`src/rtl/tpp_pkg.sv`:
```
// Shared types, constants and codes of the tile pixel placer.
package tpp_pkg;

  // Size registers saturate to 1..MAX_DIM
  localparam int MAX_DIM   = 8192;
  localparam int DIM_W     = 14;
  localparam int POS_W     = 13;
  localparam int TILE_W    = 26;
  localparam int BYTE_W    = 8;
  localparam int CHAN_W    = 2;
  localparam int ADDR_W    = 28;
  localparam int PLANE_W   = 27;
  localparam int MAC_W     = TILE_W + DIM_W;
  localparam int PADDR_W   = 5;
  localparam int PDATA_W   = 32;
  localparam int REG_IDX_W = 3;

  // Register indexes, byte address is 4 * index
  localparam logic [REG_IDX_W-1:0] REG_TILES_ACROSS = 3'd0;
  localparam logic [REG_IDX_W-1:0] REG_TILE_WIDTH   = 3'd1;
  localparam logic [REG_IDX_W-1:0] REG_TILE_HEIGHT  = 3'd2;
  localparam logic [REG_IDX_W-1:0] REG_IMAGE_WIDTH  = 3'd3;
  localparam logic [REG_IDX_W-1:0] REG_IMAGE_HEIGHT = 3'd4;
  localparam logic [REG_IDX_W-1:0] REG_WINDOW_X     = 3'd5;
  localparam logic [REG_IDX_W-1:0] REG_WINDOW_Y     = 3'd6;

  // Color channel codes
  localparam logic [CHAN_W-1:0] CH_RED   = 2'd0;
  localparam logic [CHAN_W-1:0] CH_GREEN = 2'd1;
  localparam logic [CHAN_W-1:0] CH_BLUE  = 2'd2;

  typedef struct packed {
    logic [TILE_W-1:0] tile_number;
    logic [BYTE_W-1:0] red;
    logic [BYTE_W-1:0] green;
    logic [BYTE_W-1:0] blue;
  } in_item_t;

  typedef struct packed {
    logic [ADDR_W-1:0] plane_address;
    logic [BYTE_W-1:0] pixel_byte;
    logic [CHAN_W-1:0] channel;
    logic              last;
  } out_item_t;

  // Register values as the datapath uses them (sizes already saturated)
  typedef struct packed {
    logic [DIM_W-1:0] tiles_across;
    logic [DIM_W-1:0] tile_width;
    logic [DIM_W-1:0] tile_height;
    logic [DIM_W-1:0] image_width;
    logic [DIM_W-1:0] image_height;
    logic [POS_W-1:0] window_x;
    logic [POS_W-1:0] window_y;
  } cfg_t;

  typedef enum logic [2:0] {
    S_IDLE,
    S_DIV,
    S_FX,
    S_FY,
    S_PLANE,
    S_CHECK,
    S_BASE,
    S_EMIT
  } tpp_state_t;

endpackage

```
`src/rtl/tpp_cfg_regs.sv`:
```
// APB register file holding the frame, tile and window geometry.
module tpp_cfg_regs (
  input  logic                         clk,
  input  logic                         rst_n,
  input  logic                         psel,
  input  logic                         penable,
  input  logic                         pwrite,
  input  logic [tpp_pkg::PADDR_W-1:0]  paddr,
  input  logic [tpp_pkg::PDATA_W-1:0]  pwdata,
  output logic [tpp_pkg::PDATA_W-1:0]  prdata,
  output logic                         pready,
  output tpp_pkg::cfg_t                cfg
);
  import tpp_pkg::*;

  logic [DIM_W-1:0]     across_r, tw_r, th_r, iw_r, ih_r;
  logic [POS_W-1:0]     wx_r, wy_r;
  logic [REG_IDX_W-1:0] idx;
  logic                 wr_en;

  function automatic logic [DIM_W-1:0] sat_dim(input logic [DIM_W-1:0] v);
    logic [DIM_W-1:0] res;
    res = v;
    if (v == '0) res = DIM_W'(1);
    else if (v > DIM_W'(MAX_DIM)) res = DIM_W'(MAX_DIM);
    return res;
  endfunction

  assign idx    = paddr[PADDR_W-1:2];
  assign wr_en  = psel & penable & pwrite;
  assign pready = 1'b1;

  // Write the addressed register on the access cycle
  always_ff @(posedge clk) begin
    if (!rst_n) begin
      across_r <= DIM_W'(1);
      tw_r     <= DIM_W'(1);
      th_r     <= DIM_W'(1);
      iw_r     <= DIM_W'(1);
      ih_r     <= DIM_W'(1);
      wx_r     <= '0;
      wy_r     <= '0;
    end else if (wr_en) begin
      unique case (idx)
        REG_TILES_ACROSS: across_r <= pwdata[DIM_W-1:0];
        REG_TILE_WIDTH:   tw_r     <= pwdata[DIM_W-1:0];
        REG_TILE_HEIGHT:  th_r     <= pwdata[DIM_W-1:0];
        REG_IMAGE_WIDTH:  iw_r     <= pwdata[DIM_W-1:0];
        REG_IMAGE_HEIGHT: ih_r     <= pwdata[DIM_W-1:0];
        REG_WINDOW_X:     wx_r     <= pwdata[POS_W-1:0];
        REG_WINDOW_Y:     wy_r     <= pwdata[POS_W-1:0];
        default:          ;
      endcase
    end
  end

  // Return the stored value on read
  always_comb begin
    prdata = '0;
    unique case (idx)
      REG_TILES_ACROSS: prdata = PDATA_W'(across_r);
      REG_TILE_WIDTH:   prdata = PDATA_W'(tw_r);
      REG_TILE_HEIGHT:  prdata = PDATA_W'(th_r);
      REG_IMAGE_WIDTH:  prdata = PDATA_W'(iw_r);
      REG_IMAGE_HEIGHT: prdata = PDATA_W'(ih_r);
      REG_WINDOW_X:     prdata = PDATA_W'(wx_r);
      REG_WINDOW_Y:     prdata = PDATA_W'(wy_r);
      default:          prdata = '0;
    endcase
  end

  // Clamp size registers into their legal range
  always_comb begin
    cfg.tiles_across = sat_dim(across_r);
    cfg.tile_width   = sat_dim(tw_r);
    cfg.tile_height  = sat_dim(th_r);
    cfg.image_width  = sat_dim(iw_r);
    cfg.image_height = sat_dim(ih_r);
    cfg.window_x     = wx_r;
    cfg.window_y     = wy_r;
  end

endmodule

```
`src/rtl/tpp_div.sv`:
```
// Radix-2 restoring divider splitting a tile number into tile row and column.
module tpp_div (
  input  logic                        clk,
  input  logic                        rst_n,
  input  logic                        start,
  input  logic [tpp_pkg::TILE_W-1:0]  dividend,
  input  logic [tpp_pkg::DIM_W-1:0]   divisor,
  output logic                        done,
  output logic [tpp_pkg::TILE_W-1:0]  quotient,
  output logic [tpp_pkg::DIM_W-1:0]   remainder
);
  import tpp_pkg::*;

  localparam int CNT_W = $clog2(TILE_W);

  logic               busy_r, busy_nxt;
  logic               done_r, done_nxt;
  logic [CNT_W-1:0]   cnt_r, cnt_nxt;
  logic [TILE_W-1:0]  quo_r, quo_nxt;
  logic [DIM_W-1:0]   rem_r, rem_nxt;
  logic [DIM_W-1:0]   dvs_r, dvs_nxt;
  logic [DIM_W:0]     trial;
  logic               ge;

  // One quotient bit per cycle, dividend shifts out as quotient shifts in
  always_comb begin
    busy_nxt = busy_r;
    done_nxt = 1'b0;
    cnt_nxt  = cnt_r;
    quo_nxt  = quo_r;
    rem_nxt  = rem_r;
    dvs_nxt  = dvs_r;
    trial    = {rem_r, quo_r[TILE_W-1]};
    ge       = trial >= {1'b0, dvs_r};
    if (start) begin
      busy_nxt = 1'b1;
      cnt_nxt  = '0;
      quo_nxt  = dividend;
      rem_nxt  = '0;
      dvs_nxt  = divisor;
    end else if (busy_r) begin
      quo_nxt = {quo_r[TILE_W-2:0], ge};
      rem_nxt = ge ? DIM_W'(trial - {1'b0, dvs_r}) : trial[DIM_W-1:0];
      cnt_nxt = cnt_r + CNT_W'(1);
      if (cnt_r == CNT_W'(TILE_W - 1)) begin
        busy_nxt = 1'b0;
        done_nxt = 1'b1;
      end
    end
  end

  always_ff @(posedge clk) begin
    if (!rst_n) begin
      busy_r <= 1'b0;
      done_r <= 1'b0;
      cnt_r  <= '0;
    end else begin
      busy_r <= busy_nxt;
      done_r <= done_nxt;
      cnt_r  <= cnt_nxt;
    end
  end

  always_ff @(posedge clk) begin
    quo_r <= quo_nxt;
    rem_r <= rem_nxt;
    dvs_r <= dvs_nxt;
  end

  assign done      = done_r;
  assign quotient  = quo_r;
  assign remainder = rem_r;

endmodule

```
`src/rtl/tpp_mac.sv`:
```
// Shared multiply-add unit with a registered result: p = a * b + c.
module tpp_mac (
  input  logic                        clk,
  input  logic [tpp_pkg::TILE_W-1:0]  a,
  input  logic [tpp_pkg::DIM_W-1:0]   b,
  input  logic [tpp_pkg::POS_W-1:0]   c,
  output logic [tpp_pkg::MAC_W-1:0]   p
);
  import tpp_pkg::*;

  logic [MAC_W-1:0] p_r, p_nxt;

  // Product plus offset, fits in MAC_W for all operand values
  assign p_nxt = (MAC_W'(a) * MAC_W'(b)) + MAC_W'(c);

  always_ff @(posedge clk) begin
    p_r <= p_nxt;
  end

  assign p = p_r;

endmodule

```
`src/rtl/tile_pixel_placer_unit.sv`:
```
// Each accepted pixel goes through the 26-step tile-number divider and up to four
// passes through the shared multiply-add unit (three when the pixel is dropped);
// no new pixel is taken until the last one is through. Three writes per kept
// pixel, one per cycle while out_ready is high.
// Reset (rst_n, synchronous, active low): sizes to 1, window offset to 0,
// in-tile counters to 0, sequencer idle.
module tile_pixel_placer_unit (
  input  logic                         clk,
  input  logic                         rst_n,
  input  logic                         in_valid,
  output logic                         in_ready,
  input  tpp_pkg::in_item_t            in_data,
  output logic                         out_valid,
  input  logic                         out_ready,
  output tpp_pkg::out_item_t           out_data,
  input  logic                         psel,
  input  logic                         penable,
  input  logic                         pwrite,
  input  logic [tpp_pkg::PADDR_W-1:0]  paddr,
  input  logic [tpp_pkg::PDATA_W-1:0]  pwdata,
  output logic [tpp_pkg::PDATA_W-1:0]  prdata,
  output logic                         pready
);
  import tpp_pkg::*;

  cfg_t              cfg;
  tpp_state_t        state_r, state_nxt;
  in_item_t          item_r, item_nxt;
  out_item_t         out_r, out_nxt;
  logic [MAC_W-1:0]  fx_r, fx_nxt, fy_r, fy_nxt;
  logic [PLANE_W-1:0] plane_r, plane_nxt;
  logic [POS_W-1:0]  cit_r, cit_nxt, rit_r, rit_nxt;

  logic              div_start, div_done;
  logic [TILE_W-1:0] div_quo;
  logic [DIM_W-1:0]  div_rem;
  logic [TILE_W-1:0] mac_a;
  logic [DIM_W-1:0]  mac_b;
  logic [POS_W-1:0]  mac_c;
  logic [MAC_W-1:0]  mac_p;

  logic [POS_W-1:0]  col_eff, row_eff, col_adv, row_adv;
  logic [DIM_W-1:0]  col_inc, row_inc;
  logic [MAC_W-1:0]  dx, dy;
  logic              in_win;

  tpp_cfg_regs u_regs (
    .clk     (clk),
    .rst_n   (rst_n),
    .psel    (psel),
    .penable (penable),
    .pwrite  (pwrite),
    .paddr   (paddr),
    .pwdata  (pwdata),
    .prdata  (prdata),
    .pready  (pready),
    .cfg     (cfg)
  );

  tpp_div u_div (
    .clk       (clk),
    .rst_n     (rst_n),
    .start     (div_start),
    .dividend  (item_nxt.tile_number),
    .divisor   (cfg.tiles_across),
    .done      (div_done),
    .quotient  (div_quo),
    .remainder (div_rem)
  );

  tpp_mac u_mac (
    .clk (clk),
    .a   (mac_a),
    .b   (mac_b),
    .c   (mac_c),
    .p   (mac_p)
  );

  // Take counters beyond the tile as zero, then advance with wrap
  always_comb begin
    col_eff = ({1'b0, cit_r} >= cfg.tile_width)  ? '0 : cit_r;
    row_eff = ({1'b0, rit_r} >= cfg.tile_height) ? '0 : rit_r;
    col_inc = {1'b0, col_eff} + DIM_W'(1);
    row_inc = {1'b0, row_eff} + DIM_W'(1);
    if (col_inc >= cfg.tile_width) begin
      col_adv = '0;
      row_adv = (row_inc >= cfg.tile_height) ? '0 : row_inc[POS_W-1:0];
    end else begin
      col_adv = col_inc[POS_W-1:0];
      row_adv = row_eff;
    end
  end

  // Window-relative position and bounds check
  always_comb begin
    dx     = fx_r - MAC_W'(cfg.window_x);
    dy     = fy_r - MAC_W'(cfg.window_y);
    in_win = (fx_r >= MAC_W'(cfg.window_x)) && (fy_r >= MAC_W'(cfg.window_y)) &&
             (dx < MAC_W'(cfg.image_width)) && (dy < MAC_W'(cfg.image_height));
  end

  // Sequence divider, multiply-add passes and the three writes
  always_comb begin
    state_nxt = state_r;
    item_nxt  = item_r;
    out_nxt   = out_r;
    fx_nxt    = fx_r;
    fy_nxt    = fy_r;
    plane_nxt = plane_r;
    cit_nxt   = cit_r;
    rit_nxt   = rit_r;
    div_start = 1'b0;
    mac_a     = '0;
    mac_b     = '0;
    mac_c     = '0;
    unique case (state_r)
      S_IDLE: begin
        if (in_valid) begin
          item_nxt  = in_data;
          div_start = 1'b1;
          state_nxt = S_DIV;
        end
      end
      S_DIV: begin
        if (div_done) state_nxt = S_FX;
      end
      S_FX: begin
        // frame x = tile column * tile width + column in tile
        mac_a     = TILE_W'(div_rem);
        mac_b     = cfg.tile_width;
        mac_c     = col_eff;
        state_nxt = S_FY;
      end
      S_FY: begin
        fx_nxt    = mac_p;
        mac_a     = div_quo;
        mac_b     = cfg.tile_height;
        mac_c     = row_eff;
        state_nxt = S_PLANE;
      end
      S_PLANE: begin
        fy_nxt    = mac_p;
        mac_a     = TILE_W'(cfg.image_width);
        mac_b     = cfg.image_height;
        state_nxt = S_CHECK;
      end
      S_CHECK: begin
        plane_nxt = mac_p[PLANE_W-1:0];
        if (in_win) begin
          mac_a     = TILE_W'(dy[POS_W-1:0]);
          mac_b     = cfg.image_width;
          mac_c     = dx[POS_W-1:0];
          state_nxt = S_BASE;
        end else begin
          // drop the pixel, still advance the tile counters
          cit_nxt   = col_adv;
          rit_nxt   = row_adv;
          state_nxt = S_IDLE;
        end
      end
      S_BASE: begin
        out_nxt.plane_address = mac_p[ADDR_W-1:0];
        out_nxt.pixel_byte    = item_r.red;
        out_nxt.channel       = CH_RED;
        out_nxt.last          = 1'b0;
        state_nxt             = S_EMIT;
      end
      S_EMIT: begin
        if (out_ready) begin
          if (out_r.last) begin
            cit_nxt   = col_adv;
            rit_nxt   = row_adv;
            state_nxt = S_IDLE;
          end else begin
            out_nxt.plane_address = out_r.plane_address + ADDR_W'(plane_r);
            if (out_r.channel == CH_RED) begin
              out_nxt.channel    = CH_GREEN;
              out_nxt.pixel_byte = item_r.green;
              out_nxt.last       = 1'b0;
            end else begin
              out_nxt.channel    = CH_BLUE;
              out_nxt.pixel_byte = item_r.blue;
              out_nxt.last       = 1'b1;
            end
          end
        end
      end
      default: state_nxt = S_IDLE;
    endcase
  end

  always_ff @(posedge clk) begin
    if (!rst_n) begin
      state_r <= S_IDLE;
    end else begin
      state_r <= state_nxt;
    end
  end

  always_ff @(posedge clk) begin
    if (!rst_n) begin
      cit_r <= '0;
      rit_r <= '0;
    end else begin
      cit_r <= cit_nxt;
      rit_r <= rit_nxt;
    end
  end

  always_ff @(posedge clk) begin
    item_r  <= item_nxt;
    out_r   <= out_nxt;
    fx_r    <= fx_nxt;
    fy_r    <= fy_nxt;
    plane_r <= plane_nxt;
  end

  assign in_ready  = (state_r == S_IDLE);
  assign out_valid = (state_r == S_EMIT);
  assign out_data  = out_r;

  // Never take a pixel while a write is pending
  a_no_overlap: assert property (@(posedge clk) disable iff (!rst_n)
    !(in_ready && out_valid))
    else $error("input taken while a write is pending");

  // An accepted pixel starts the divider
  a_accept_div: assert property (@(posedge clk) disable iff (!rst_n)
    (in_valid && in_ready) |=> (state_r == S_DIV))
    else $error("accepted pixel did not start the divider");

  // Red write is followed by green
  a_red_green: assert property (@(posedge clk) disable iff (!rst_n)
    (out_valid && out_ready && out_data.channel == CH_RED) |=>
      (out_valid && out_data.channel == CH_GREEN))
    else $error("green write missing after red");

  // Green write is followed by blue, which closes the run
  a_green_blue: assert property (@(posedge clk) disable iff (!rst_n)
    (out_valid && out_ready && out_data.channel == CH_GREEN) |=>
      (out_valid && out_data.channel == CH_BLUE && out_data.last))
    else $error("blue write missing after green");

  // Only the blue write carries last
  a_last_blue: assert property (@(posedge clk) disable iff (!rst_n)
    (out_valid && out_data.last) |-> (out_data.channel == CH_BLUE))
    else $error("last flag on a non-blue write");

endmodule
```
`config.mk`:
```
export PLATFORM = sky130hd
export DESIGN_NAME = tile_pixel_placer_unit
export DESIGN_NICKNAME = d
export VERILOG_FILES = /design/src/rtl/tpp_pkg.sv /design/src/rtl/tpp_cfg_regs.sv /design/src/rtl/tpp_div.sv /design/src/rtl/tpp_mac.sv /design/src/rtl/tile_pixel_placer_unit.sv
export SDC_FILE = /design/constraint.sdc
export NUM_CORES = 2
export LEC_CHECK = 0
export ABC_AREA = 1
export BUFFER_PORTS_ARGS = -buffer_cell sky130_fd_sc_hd__clkbuf_2
export CORE_UTILIZATION = 58
export DETAILED_ROUTE_END_ITERATION = 8
export GPL_ROUTABILITY_DRIVEN = 1
export PLACE_DENSITY = 0.79
export SYNTH_ARGS = -nofsm -noshare
export SYNTH_HDL_FRONTEND = slang
export SYNTH_HIERARCHICAL = 1
export SYNTH_SLANG_ARGS = --single-unit
```
`constraint.sdc`:
```
create_clock -name clk -period 7.75 [get_ports clk]
set_input_delay 0.775 -clock clk [delete_from_list [all_inputs] [get_ports clk]]
set_output_delay 0.775 -clock clk [all_outputs]
set_load 0.05 [all_outputs]
```
==> out/summary.txt <==
mux share of post-synthesis cell area: 0.746%
gr usage total: 36.0%
Crit path top cell by count: fa_1
DR vias: 38800
layout cells sized above 1: 20.5%
startpoint type of the worst setup path: flip-flop
Pwr Density: 115 nW/µm²
CP arrival: 9.19 ns
met3 wire len: 13500 µm
Synth top area share: 16.1%
# setup viols final: 33
number of synthesized register bits: 422
grt ovf: 0
period utilization: 112%
antenna viol nets, final: 0
Synth Area in XOR/XNOR: 1.63%
Req. time, crit path: 8.24 ns
Worst R2R Path Depth: 43
dpl cells: 6703
CTS tree: done
maximum clock rate: 115 MHz
met2 wire len: 61300 µm
DR pass1 iterations: 6
crit path capture type: flip-flop
fin util: 71.8%
hold path depth: 1
critical path class: reg2reg
area of the multi-input gates: 25700 µm²
largest net degree at the start of global routing: 79
total CTS buffers: 48
maximum fanout along the worst path: 8
synthesized area: 39300 µm²
post-synth cell types: 64
worst r2r src: fx_r[6]
Ys Warns: 6
Finished Layout Cells: 6864
met1 wire length: 49400 µm
vias in the first global route: 36800
worst clock skew: 0.0360 ns
CP max-delay cell: fa_1
Die H: 262 µm
top sig layer: met5
routability cong.: 1.02
Pins Over Slew Limit: 0
routed vias/inst: 5.65
Clk pin slew, worst setup/hold paths: 0.06 ns
Initial Utilization: 58.6%
clock latency at the later pin of the worst-skew pair: 0.62 ns
dominant cell type by area after synthesis: edfxtp_1
Final Cell Area: 48200 µm²
syn avg cell area: 7.23 µm²
Layout Area Growth over Synthesis: 22.7%
number of antenna violations at the first check in global routing: 3
Die ar.: 68700 µm²
Post-synth EDFFs: 210
Routed WL: 132000 µm
FFs w/ async S/R, synth: 0%
fin crit period: 8.70 ns
reg-to-reg slack, setup: -0.95 ns
post-synthesis compound-gate area fraction: 8.01%
Worst-Margin Slew: 1.08 ns
adder-cell area share of the yosys netlist: 24.0%
post-synthesis cell count: 5430
Leak: 24.4 nW
Synth area leaders: edfxtp_1, fa_1, nand2_1
minimum hold slack: 0.329 ns
Max Cap Viol: 0
sequential fraction of the synthesis area: 26.9%
Num Clock Sinks: 422
CTS root buffer: clkbuf_16
CTS Buffer Depth: 3
CP max stage delay: 0.62 ns
DRC: 0
status: finished, violations left
first-pass GRT wire length: 192000 µm
H-tree level count: 2
failing checks: setup timing
Routed WL per cell: 19.2 µm
core region area: 67000 µm²
FILL cells: 4989
PnR worst setup slack: -0.946 ns
fin nets: 6616
main combinational cell family by area after synthesis: simple AND/OR/NAND/NOR gates
Final Hold Fails: 0
WHS Endpoint: item_r[21]
I/O pin cnt: 168
Register Area: 10600 µm²
Worst setup startpoint: fx_r[6]
top_reg_cell synth: dfxtp_1
R2R Path End: u_mac/p[38]
dpl cell area: 44200 µm²
Hold Path Class: in2reg
HP Start: in_data[21]
Die Width: 262 µm
DRT iter0 DRCs: 4414
relative slew slack: 27.6%
row cnt: 95
I/O Buffers: 128
DP Wirelength: 96500 µm
highest ir drop seen on vdd: 0.163 mV
simple-gate share of the synthesized area: 26.3%
RSZ-0062 raised after global routing: true
Post-Route Setup TNS: -23.62 ns
Inserted Diodes: 0
-- critical path, delay by kind of cell (launching register included) --
kind / cells / cell delay (ns)
adder cells (fa/ha/maj): 9 / 3.86
flip-flops: 1 / 0.43
AND/OR/NAND/NOR: 15 / 1.80
buffers and inverters: 14 / 1.70
XOR/XNOR: 1 / 0.15
AO/OA/AOI/OAI: 4 / 0.60
-- placed cells by master (no fill, tap or decap), types with 25 or more instances in the layout --
cell	Yosys	layout
a21boi_0	29	29
a21oi_1	189	155
a21oi_2	3	28
buf_12	0	33
buf_4	23	451
clkbuf_16	0	55
clkbuf_2	1	127
dfxtp_1	212	201
edfxtp_1	210	210
fa_1	302	277
fa_2	0	25
ha_1	269	224
ha_4	0	42
inv_1	1027	959
inv_2	38	103
mux2_2	26	26
nand2_1	1480	1377
nand2_2	25	95
nand2_4	2	34
nand3_1	191	180
nand4_1	65	65
nor2_1	650	620
nor2_2	14	29
o21ai_0	213	191
xor2_1	49	45
-- cells in the mapped netlist, types with 23 or more instances --
library cell,instances
nand2_1,1480
mux2_2,26
o21ai_0,213
fa_1,302
a21boi_0,29
xnor2_1,24
nand3_1,191
nor3_1,29
inv_2,38
edfxtp_1,210
nand4_1,65
xor2_1,49
a21oi_1,189
nor2_1,650
buf_4,23
clkbuf_1,133
dfxtp_1,212
inv_1,1027
nand2_2,25
ha_1,269
-- where the power goes --
| group | switching [W] | internal, W |
|---|---|---|
| logic | 0.000442 | 0.000234 |
| clock network | 0.00103 | 0.00134 |
| registers | 0.0000670 | 0.00244 |
| total | 0.00154 | 0.00401 |
-- area by class of cell --
type	count	share of cell area [%]
Clock inverter	30	0.707
Inverter	1071	8.37
Tap cell	873	2.27
Clock buffer	60	2.67
Multi-Input combinational cell	3767	53.3
Sequential cell	422	21.9
Timing Repair Buffer	641	10.7
-- worst max path at each step --
stage          slack [ns]  cells after the start           to
2_1_floorplan      -0.002                     49  u_mac/p[35]
3_3_place_gp        -0.77                     44  u_mac/p[38]
3_5_place_dp        -0.86                     43  u_mac/p[38]
4_1_cts             -0.54                     44  u_mac/p[38]
5_1_grt             -1.28                     49  u_mac/p[35]
6_report            -0.95                     43  u_mac/p[38]
-- metrics by stage --
| stage | worst slack [ns] | total power (W) |
|---|---|---|
| after floorplan | -0.00230 | 0.00298 |
| after global placement | -0.773 | 0.00318 |
| after detailed placement | -0.856 | 0.00319 |
| after CTS | -0.543 | 0.00554 |
| after global routing | -1.28 | 0.00572 |
| final | -0.946 | 0.00555 |
-- routing by layer --
metal  vias up  track usage, %
li1      17800               -
met1     18100            45.6
met2      2293            59.9
met3       567            5.59
met5         -               0
met4         2            17.8
-- timing repair --
| item | CTS | global route |
|---|---|---|
| resized for setup | 154 | 267 |
| endpoints found under the setup margin | 33 | 35 |
| buffers inserted | 21 | 40 |
| gates cloned | 3 | 7 |
| pin swaps | 26 | 83 |
| hold buffers | 0 | 0 |
-- logic make-up after synthesis --
kind of cell / after synthesis
DFF: 422
AOI/OAI and AO/OA: 552
other: 2
and+or+nand+nor: 2526
muxes: 26
buffers and inverters: 1258
adders and majority gates: 571
xor gates and xnor gates: 73
-- state kept, by name (all words and copies together), names as in the netlist, 26 cells and up --
name and count:
fx_r 40, fy_r 40, out_data 39, plane_r 27, u_mac/p 40, u_div/quotient 26, item_r 50
Note: power is estimated with default switching activity, not from simulation.
